File: src/rtl/core/e2eac_pkg.sv
// Shared types, constants and the CRC-8 byte step for the end-to-end alive counter guard.
// Depends on nothing; every other file of the block but the checker imports it.
package e2eac_pkg;

  localparam logic [7:0] CrcPoly   = 8'h2F;
  localparam logic [7:0] CrcInit   = 8'hFF;
  localparam logic [7:0] CrcXorOut = 8'hFF;

  localparam logic OpByte    = 1'b0;
  localparam logic OpConfirm = 1'b1;

  localparam logic RoleReceiver    = 1'b0;
  localparam logic RoleTransmitter = 1'b1;

  localparam int unsigned StAliveBit  = 0;
  localparam int unsigned StCsumBit   = 1;
  localparam int unsigned StUninitBit = 2;
  localparam logic [2:0] StatusReset = 3'b100;

  typedef struct packed {
    logic       op;
    logic [7:0] data_byte;
    logic       last_byte;
    logic [7:0] counter_field;
    logic [7:0] received_checksum;
  } in_item_t;

  typedef struct packed {
    logic [7:0] crc_value;
    logic [7:0] header_byte;
    logic [2:0] status;
  } result_t;

  // One message byte through the MSB-first CRC-8 register.
  function automatic logic [7:0] crc8_byte(input logic [7:0] crc, input logic [7:0] b);
    logic [7:0] c;
    c = crc ^ b;
    for (int i = 0; i < 8; i++) begin
      if (c[7]) begin
        c = {c[6:0], 1'b0} ^ CrcPoly;
      end else begin
        c = {c[6:0], 1'b0};
      end
    end
    return c;
  endfunction

endpackage

File: src/rtl/core/e2eac_in_stage.sv
// Input register of the guard: captures one item per transfer and holds it until processed.
// Depends on e2eac_pkg.
module e2eac_in_stage (
  input  logic                clk_i,
  input  logic                rst_ni,
  input  logic                in_valid_i,
  output logic                in_stall_o,
  input  e2eac_pkg::in_item_t item_i,
  input  logic                advance_i,
  output logic                valid_o,
  output e2eac_pkg::in_item_t item_o
);
  import e2eac_pkg::*;

  logic     valid_q;
  logic     valid_d;
  in_item_t item_q;
  logic     load;

  assign in_stall_o = valid_q && !advance_i;
  assign load       = in_valid_i && !in_stall_o;
  assign valid_d    = load ? 1'b1 : (advance_i ? 1'b0 : valid_q);

  always_ff @(posedge clk_i or negedge rst_ni) begin
    if (!rst_ni) begin
      valid_q <= 1'b0;
    end else begin
      valid_q <= valid_d;
    end
  end

  always_ff @(posedge clk_i) begin
    if (load) begin
      item_q <= item_i;
    end
  end

  assign valid_o = valid_q;
  assign item_o  = item_q;

endmodule

File: src/rtl/core/e2eac_guard_core.sv
// Guard state and per-item logic: running CRC, alive counter, status flags and role register.
// Depends on e2eac_pkg for the CRC step, item and result types.
module e2eac_guard_core (
  input  logic                clk_i,
  input  logic                rst_ni,
  input  logic                cfg_we_i,
  input  logic                cfg_wdata_i,
  input  logic                valid_i,
  input  e2eac_pkg::in_item_t item_i,
  input  logic                out_free_i,
  output logic                advance_o,
  output logic                res_valid_o,
  output e2eac_pkg::result_t  res_o
);
  import e2eac_pkg::*;

  logic       role_q;
  logic [7:0] crc_q, crc_d;
  logic [3:0] cnt_q, cnt_d;
  logic [2:0] status_q, status_d;
  logic [7:0] crc_next;
  logic [7:0] crc_final;
  logic [7:0] header;
  logic       has_result;

  assign crc_next   = crc8_byte(crc_q, item_i.data_byte);
  assign crc_final  = crc_next ^ CrcXorOut;
  assign has_result = (item_i.op == OpByte) && item_i.last_byte;
  assign advance_o  = valid_i && (!has_result || out_free_i);

  always_comb begin
    crc_d    = crc_q;
    cnt_d    = cnt_q;
    status_d = status_q;
    header   = 8'h00;
    if (advance_o) begin
      if (item_i.op == OpConfirm) begin
        if (role_q == RoleTransmitter) begin
          cnt_d = cnt_q + 4'd1;
        end
      end else if (!item_i.last_byte) begin
        crc_d = crc_next;
      end else begin
        crc_d = CrcInit;
        if (role_q == RoleTransmitter) begin
          header = {cnt_q, item_i.counter_field[3:0]};
          if (status_q[StUninitBit]) begin
            status_d = 3'b000;
          end
        end else begin
          if (status_q[StUninitBit]) begin
            status_d = 3'b000;
            cnt_d    = item_i.counter_field[3:0] + 4'd1;
          end else begin
            status_d[StAliveBit] = item_i.counter_field != {4'b0000, cnt_q};
            cnt_d                = cnt_q + 4'd1;
          end
          status_d[StCsumBit] = item_i.received_checksum != crc_final;
        end
      end
    end
  end

  always_ff @(posedge clk_i or negedge rst_ni) begin
    if (!rst_ni) begin
      role_q   <= RoleReceiver;
      crc_q    <= CrcInit;
      cnt_q    <= 4'd0;
      status_q <= StatusReset;
    end else begin
      if (cfg_we_i) begin
        role_q <= cfg_wdata_i;
      end
      crc_q    <= crc_d;
      cnt_q    <= cnt_d;
      status_q <= status_d;
    end
  end

  assign res_valid_o       = advance_o && has_result;
  assign res_o.crc_value   = crc_final;
  assign res_o.header_byte = header;
  assign res_o.status      = status_d;

endmodule

File: src/rtl/core/e2eac_out_stage.sv
// Result register of the guard: holds one result until the receiver takes the transfer.
// Depends on e2eac_pkg for the result type.
module e2eac_out_stage (
  input  logic               clk_i,
  input  logic               rst_ni,
  input  logic               load_i,
  input  e2eac_pkg::result_t res_i,
  output logic               free_o,
  output logic               out_valid_o,
  input  logic               out_stall_i,
  output e2eac_pkg::result_t res_o
);
  import e2eac_pkg::*;

  logic    valid_q;
  logic    valid_d;
  result_t res_q;

  assign free_o  = !valid_q || !out_stall_i;
  assign valid_d = load_i ? 1'b1 : (free_o ? 1'b0 : valid_q);

  always_ff @(posedge clk_i or negedge rst_ni) begin
    if (!rst_ni) begin
      valid_q <= 1'b0;
    end else begin
      valid_q <= valid_d;
    end
  end

  always_ff @(posedge clk_i) begin
    if (load_i) begin
      res_q <= res_i;
    end
  end

  assign out_valid_o = valid_q;
  assign res_o       = res_q;

endmodule

File: src/rtl/core/e2e_alive_counter_crc8_guard_unit.sv
// Top level of the end-to-end alive counter and CRC-8 guard.
// Depends on e2eac_pkg, e2eac_in_stage, e2eac_guard_core and e2eac_out_stage.
//
// Message bytes arrive on the input channel (in_valid_i, in_stall_o) with op, data_byte,
// last_byte, counter_field and received_checksum. A transfer with op set to the message code
// updates the running CRC-8; the byte flagged last gives one result on the output channel
// (out_valid_o, out_stall_i) carrying crc_value, header_byte and status. A confirmation
// transfer advances the alive counter in transmitter role and gives no result.
// The role register is written through cfg_we_i and cfg_wdata_i; the user must write it
// only while the block is idle, as the block itself does not enforce this.
// An item is taken into the input register, processed from there by the CRC byte step and
// counter logic, and its result is loaded into the result register at the end of the cycle
// in which it is processed; the receiver can then take it.
// One item is accepted every cycle while the input does not stall.
// When the receiver stalls, the held result stays stable; items that give no result still
// flow, and the input stalls only when a finishing item finds the result register full and
// stalled.
// Reset clears the valid flags, sets the running CRC to its initial value, the counter to
// zero, the status to uninitialised and the role to receiver.
module e2e_alive_counter_crc8_guard_unit (
  input  logic       clk_i,
  input  logic       rst_ni,
  input  logic       cfg_we_i,
  input  logic       cfg_wdata_i,
  input  logic       in_valid_i,
  output logic       in_stall_o,
  input  logic       op_i,
  input  logic [7:0] data_byte_i,
  input  logic       last_byte_i,
  input  logic [7:0] counter_field_i,
  input  logic [7:0] received_checksum_i,
  output logic       out_valid_o,
  input  logic       out_stall_i,
  output logic [7:0] crc_value_o,
  output logic [7:0] header_byte_o,
  output logic [2:0] status_o
);
  import e2eac_pkg::*;

  in_item_t in_item;
  in_item_t s1_item;
  logic     s1_valid;
  logic     advance;
  logic     out_free;
  logic     res_valid;
  result_t  res;
  result_t  out_res;

  assign in_item.op                = op_i;
  assign in_item.data_byte         = data_byte_i;
  assign in_item.last_byte         = last_byte_i;
  assign in_item.counter_field     = counter_field_i;
  assign in_item.received_checksum = received_checksum_i;

  e2eac_in_stage u_in_stage (
    .clk_i      (clk_i),
    .rst_ni     (rst_ni),
    .in_valid_i (in_valid_i),
    .in_stall_o (in_stall_o),
    .item_i     (in_item),
    .advance_i  (advance),
    .valid_o    (s1_valid),
    .item_o     (s1_item)
  );

  e2eac_guard_core u_guard_core (
    .clk_i       (clk_i),
    .rst_ni      (rst_ni),
    .cfg_we_i    (cfg_we_i),
    .cfg_wdata_i (cfg_wdata_i),
    .valid_i     (s1_valid),
    .item_i      (s1_item),
    .out_free_i  (out_free),
    .advance_o   (advance),
    .res_valid_o (res_valid),
    .res_o       (res)
  );

  e2eac_out_stage u_out_stage (
    .clk_i       (clk_i),
    .rst_ni      (rst_ni),
    .load_i      (res_valid),
    .res_i       (res),
    .free_o      (out_free),
    .out_valid_o (out_valid_o),
    .out_stall_i (out_stall_i),
    .res_o       (out_res)
  );

  assign crc_value_o   = out_res.crc_value;
  assign header_byte_o = out_res.header_byte;
  assign status_o      = out_res.status;

endmodule

File: config.mk
export PLATFORM = sky130hd
export DESIGN_NAME = e2e_alive_counter_crc8_guard_unit
export DESIGN_NICKNAME = d
export VERILOG_FILES = /design/src/rtl/core/e2eac_pkg.sv /design/src/rtl/core/e2eac_in_stage.sv /design/src/rtl/core/e2eac_guard_core.sv /design/src/rtl/core/e2eac_out_stage.sv /design/src/rtl/core/e2e_alive_counter_crc8_guard_unit.sv
export SDC_FILE = /design/constraint.sdc
export NUM_CORES = 1
export LEC_CHECK = 0
export BUFFER_PORTS_ARGS = -buffer_cell sky130_fd_sc_hd__buf_2
export CORE_UTILIZATION = 59
export DETAILED_ROUTE_END_ITERATION = 6
export GPL_TIMING_DRIVEN = 1
export PLACE_DENSITY_LB_ADDON = 0.15
export RECOVER_POWER = 100
export REMOVE_ABC_BUFFERS = 1
export SYNTH_ARGS = -nofsm -noshare
export SYNTH_HDL_FRONTEND = slang
export SYNTH_SLANG_ARGS = --single-unit
File: constraint.sdc
create_clock -name clk_i -period 6.87 [get_ports clk_i]
set_clock_uncertainty 0.15 [all_clocks]
set_input_delay 1.374 -clock clk_i [delete_from_list [all_inputs] [get_ports clk_i]]
set_output_delay 1.374 -clock clk_i [all_outputs]
set_load 0.02 [all_outputs]
==> impl_metrics.yaml, run 1 <==
clock_tree:
  cts_tree: "done"
  htreeDepth: 3
  ctsResizeCount: 0
  clkTransAtPathRegs_ns: 0.06
  postCtsSetupBuffers: 0
  cts-root-buf: "clkbuf_8"
  clk_latency_ns: 0.33
  cts.sinks: 63
  cts_inserted_buffers: 9
  clock_path_buffers: 2
  cts_hold_buf: 0
worst_setup_path:
  cp_slowest_cell: "clkbuf_1"
  path_common_cell: "clkbuf_1"
  cp_data_arrival_time_ns: 2.04
  cp_top_family: "buffers and inverters"
  critPathRequiredTime_ns: 5.35
  cp-end-kind: "output pin"
  path_buf_inv: 2
  worstSetupStartpointType: "input port"
  critPathMaxFanout: 3
  r2r_setup_slack_ns: 3.86
  path_cells: "clkbuf_1 > nand2_1 > nor2_1 > clkbuf_1"
  crit_type: "input port to output pin"
  critPathMaxStageDelay_ns: 0.25
placed_design:
  placement.io_buffers: 52
  dp.cells: 287
  gp_congestion: 0.832
  dp_hpwl_um: 3360
  place_area_sq_um: 3100
yosys:
  synth_top_flop_cell: "edfxtp_1"
  yosysWarnings: 0
  synthArstFlopShare: 0.286
  ys_seq_elements: 63
  syn_area_per_cell_sq_um: 15.0
  synth_top_area_frac: 0.489
  synth_cell_types: 37
  yosysSeqAreaShare: 0.656
  synth-edff-count: 45
  synth_cells: 184
  syn_area_sq_um: 2760
  yosys.area.top_type: "edfxtp_1"
  ys_top_cells_by_area: "edfxtp_1 (49%), dfstp_2 (8.6%), dfrtp_1 (8.1%)"
floorplanning:
  dieArea_sq_um: 4960
  initial_core_util: 0.626
  chipHeight_um: 70.4
  rows: 24
  die_x_um: 70.4
  io_pins: 53
  coreArea_sq_um: 4410
global_route:
  grt.total_usage: 0.217
  grt_pass1_vias: 1602
  grt.overflow.total: 0
  grt_start_max_net_pins: 33
  grt_pass1_wl_um: 7820
  antenna_found_initial: 0
power_and_ir_drop:
  power.density_nw_per_um2: 489
  cellLeakagePower_nw: 1.26
  peakVddDrop_uv: 331
sta:
  max_freq_mhz: 281
  tns_ns: 0
  hold_violations: 0
  setup_viol: 0
  fin_crit_ns: 3.56
  timing.final.crit_share: 0.519
  rsz0062_at_grt: "no"
  slew_headroom: 0.0240
  worst_pin_slew_ns: 1.46
  final_max_slew_viol_count: 0
cells_and_area:
  final_common_cell: "edfxtp_1"
  diodes: 0
  layout_common_cells: "edfxtp_1 (45), buf_2 (29), xnor2_1 (26), clkbuf_1 (26), a21oi_1 (12)"
  post_route_cells_drive_above_1_share: 0.251
  finalInstanceArea_sq_um: 3250
  fin_nets: 280
  syn2layout_area_growth_pct: 17.7
  nFillCells: 305
  layout.cells.non_filler: 303
route:
  drc_errors: 0
  viasPerCell: 5.35
  firstDrtPassIters: 4
  routed_wl_um: 4830
  ant_nets: 0
  drt-wirelength-per-cell_um: 15.9
  dr_total_vias: 1620
  drt-initial-drc-count: 205
worst_hold_path:
  hold_class: "register to register"
job:
  drv_cap: 0
outcome:
  outcome: "complete, no violations"
## where the power goes
part           total (mW)  switching [mW]  internal (mW)  leakage (nW)
Clock               0.353           0.131          0.222         0.112
Combinational       0.666           0.342          0.324         0.522
Sequential          0.574          0.0490          0.525         0.622
Total                1.59           0.522           1.07          1.26
## final cells by class
cell class	instances	area, sq um	share of cell area
clock inverters	4	67.6	0.0208
inverters	1	3.75	0.00115
repair buffers	54	239	0.0734
flip-flops and latches	63	1810	0.557
well taps	52	65.1	0.0200
clock buffers	12	155	0.0477
multi-input cells	117	911	0.280
## per-layer routing
| metal | share of wire | GRT usage | vias to the layer above |
|---|---|---|---|
| met5 | 0 | 0 | - |
| met4 | 0.019 | 0.113 | 0 |
| met3 | 0.062 | 0.0548 | 8 |
| met2 | 0.47 | 0.322 | 60 |
| met1 | 0.45 | 0.297 | 766 |
| li1 | - | - | 786 |
## cells by family after synthesis
| logic type | Yosys count | share of synthesized area |
|---|---|---|
| multiplexers | 3 | 0.0113 |
| XOR/XNOR | 41 | 0.182 |
| AND/OR/NAND/NOR | 45 | 0.0865 |
| adder cells (fa/ha/maj) | 2 | 0.00905 |
| buffers and inverters | 4 | 0.00543 |
| flip-flops | 63 | 0.656 |
| AO/OA/AOI/OAI | 26 | 0.0503 |
## registers in the layout, indices dropped and copies added (netlist names)
register,flops
u_in_stage.item_o,26
u_guard_core.cnt_q,4
u_out_stage.res_o,19
u_out_stage.out_valid_o,1
u_guard_core.crc_q,8
u_guard_core.status_q,3
u_guard_core.role_q,1
u_in_stage.valid_o,1
## worst register-to-register path: stages, from the launching register on
cell,delay (ns)
edfxtp_1,0.43
nand3b_1,0.23
a21oi_1,0.15
clkbuf_1,1.08
and2_0,0.34
a31oi_1,0.14
o21ai_0,0.23
o21ai_0,0.11
## path summary, 6_finish.rpt
kind                                          startpoint                  endpoint  depth (start not counted)
max in group asynchronous                         rst_ni  u_guard_core.status_q[1]                          1
worst min register to register  u_guard_core.status_q[0]  u_guard_core.status_q[0]                          1
worst max-delay path                         out_stall_i                in_stall_o                          4
min in group asynchronous                         rst_ni     u_guard_core.cnt_q[2]                          1
worst min-delay path            u_guard_core.status_q[0]  u_guard_core.status_q[0]                          1
worst max register to register     u_in_stage.item_o[25]     u_guard_core.cnt_q[3]                          7
## cells in the mapped netlist (2+ instances only)
cell and number:
clkbuf_1 2, ha_1 2, nor2_1 11, xor2_1 4, dfstp_2 9, a21oi_1 12, nand3_1 3, nor3_1 2
dfrtp_1 9, edfxtp_1 45, o21ai_0 9, xor3_2 2, mux2i_1 2, a31oi_1 3, nor2b_1 5, xnor2_2 8
and3_1 8, nand2_1 6, xnor2_1 24
## through the flow
step           hold slack, ns  worst slack, ns  power (mW)   util
6_report                0.352             3.31        1.59  0.737
5_1_grt                 0.369             3.18        1.68  0.737
4_1_cts                 0.355             3.39        1.62  0.753
3_5_place_dp            0.332             3.39        1.26  0.702
3_3_place_gp            0.330             3.44        1.23  0.702
2_1_floorplan           0.308             3.27        1.12      -
(Power assumes the default switching activity.)
==> run 2: changes to the inputs <==
--- a/config.mk
+++ b/config.mk
@@ -6,7 +6,7 @@
 export NUM_CORES = 1
 export LEC_CHECK = 0
 export BUFFER_PORTS_ARGS = -buffer_cell sky130_fd_sc_hd__buf_2
-export CORE_UTILIZATION = 59
+export CORE_UTILIZATION = 49
 export DETAILED_ROUTE_END_ITERATION = 6
 export GPL_TIMING_DRIVEN = 1
 export PLACE_DENSITY_LB_ADDON = 0.15
==> constraint.sdc (replaced) <==
create_clock -name clk_i -period 3.1 [get_ports clk_i]
set_clock_uncertainty 0.15 [all_clocks]
set_input_delay 0.62 -clock clk_i [delete_from_list [all_inputs] [get_ports clk_i]]
set_output_delay 0.62 -clock clk_i [all_outputs]
set_load 0.02 [all_outputs]
==> impl_metrics.yaml, run 2 (synthesis gave the netlist of run 1 again) <==
outcome:
  outcome: "complete, no violations"
cells_and_area:
  multi_input_area_sq_um: 905
  diodes: 0
  finalInstanceArea_sq_um: 3200
  layout_common_cells: "edfxtp_1 (45), buf_2 (30), clkbuf_1 (28)"
  largest_reg_flops: 26
  seq_area_sq_um: 1810
  fin_nets: 281
  post_route_cells_drive_above_1_share: 0.243
  nFillCells: 451
  layout.cells.non_filler: 321
  finalCoreUtilization: 0.608
  final_common_cell: "edfxtp_1"
  syn2layout_area_growth_pct: 15.8
floorplanning:
  io_pins: 53
  coreArea_sq_um: 5270
  initial_core_util: 0.524
  rows: 26
  dieArea_sq_um: 5950
  die_x_um: 77.1
  chipHeight_um: 77.1
route:
  ant_nets: 0
  dr_total_vias: 1598
  drt-wirelength-per-cell_um: 15.1
  firstDrtPassIters: 4
  drc_errors: 0
  viasPerCell: 4.98
  drt-initial-drc-count: 73
  routed_wl_um: 4850
worst_setup_path:
  cp-end-kind: "register"
  critPathRequiredTime_ns: 3.03
  worstSetupStartpointType: "register"
  critPathMaxFanout: 5
  cp_data_arrival_time_ns: 2.53
  path_cells: "xnor2_1 > xnor2_1 > xnor3_1 > mux2i_1 > nor4_1 > a31oi_1"
  critPathMaxStageDelay_ns: 0.61
  r2r_setup_slack_ns: 0.50
  path_common_cell: "xnor2_1"
  cp_slowest_cell: "xnor2_1"
  crit_type: "register to register"
global_route:
  antenna_found_initial: 0
  grt.total_usage: 0.187
  grt.overflow.total: 0
  grt_start_max_net_pins: 27
  grt_pass1_wl_um: 7910
  grt_pass1_vias: 1563
clock_tree:
  cts_tree: "done"
  postCtsSetupBuffers: 0
  clk_latency_ns: 0.34
  clock_path_buffers: 2
  htreeDepth: 3
  cts-root-buf: "clkbuf_8"
  cts_hold_buf: 0
  cts_inserted_buffers: 9
  clkTransAtPathRegs_ns: 0.07
  ctsResizeCount: 0
  cts.sinks: 63
worst_hold_path:
  hold_class: "input port to asynchronous set/reset pin"
sta:
  rsz0062_at_grt: "no"
  final_max_slew_viol_count: 0
  max_freq_mhz: 385
  setup_viol: 0
  worst_pin_slew_ns: 1.48
  hold_violations: 0
  timing.final.crit_share: 0.838
  fin_crit_ns: 2.60
  tns_ns: 0
  worst_hold_slack_ns: 0.292
  setup_ws_ns: 0.501
  slew_headroom: 0.0162
power_and_ir_drop:
  cellLeakagePower_nw: 1.22
  power.density_nw_per_um2: 1020
  power.total_mw: 3.27
  peakVddDrop_uv: 513
placed_design:
  placement.io_buffers: 52
  dp.cells: 306
  place_area_sq_um: 3130
  gp_congestion: 0.885
  dp_hpwl_um: 3380
  dp_slack_ns: 0.522
job:
  drv_cap: 0
## run 2: changes by cell type in the layout (fill, tap and decap cells not counted), sizes merged
cell    previous run  this run
clkinv             2         3
bufinv             2         0
buf               29        30
## run 2: cell type report
| class | instances | share of cell area |
|---|---|---|
| Clock buffer | 12 | 0.0422 |
| Multi-Input combinational cell | 117 | 0.283 |
| Sequential cell | 63 | 0.566 |
| Inverter | 1 | 0.00117 |
| Tap cell | 70 | 0.0274 |
| Timing Repair Buffer | 55 | 0.0762 |
| Clock inverter | 3 | 0.00430 |
## run 2: path summary, 6_finish.rpt
check	from	endpoint	cells after the start
setup / recovery	u_guard_core.crc_q[3]	u_out_stage.res_o[1]	6
hold / removal	rst_ni	u_guard_core.cnt_q[3]	1
setup reg to reg	u_guard_core.crc_q[3]	u_out_stage.res_o[1]	6
hold reg to reg	u_guard_core.crc_q[6]	u_guard_core.crc_q[6]	2
max in group asynchronous	rst_ni	u_guard_core.status_q[0]	1
min in group clk_i	received_checksum_i[7]	u_in_stage.item_o[7]	1
## run 2: power breakdown
part           internal, mW  switching (mW)  total (mW)
clock                 0.281           0.294       0.575
sequential             1.16           0.104        1.27
combinational         0.698           0.728        1.43
total                  2.14            1.13        3.27
## run 2: worst max-delay path, delay by kind of cell (launching register included)
kind	cells	cell delay, ns
compound gates	1	0.15
xor+xnor	3	1.15
flops	1	0.39
mux	1	0.14
simple gates	1	0.36
## run 2: layer usage
metal | GRT usage | up-vias | routed length (um)
li1 | - | 787 | -
met1 | 0.260 | 739 | 2310
met2 | 0.250 | 68 | 2060
met3 | 0.0869 | 4 | 447
met4 | 0.0774 | 0 | 32
met5 | 0 | - | 0
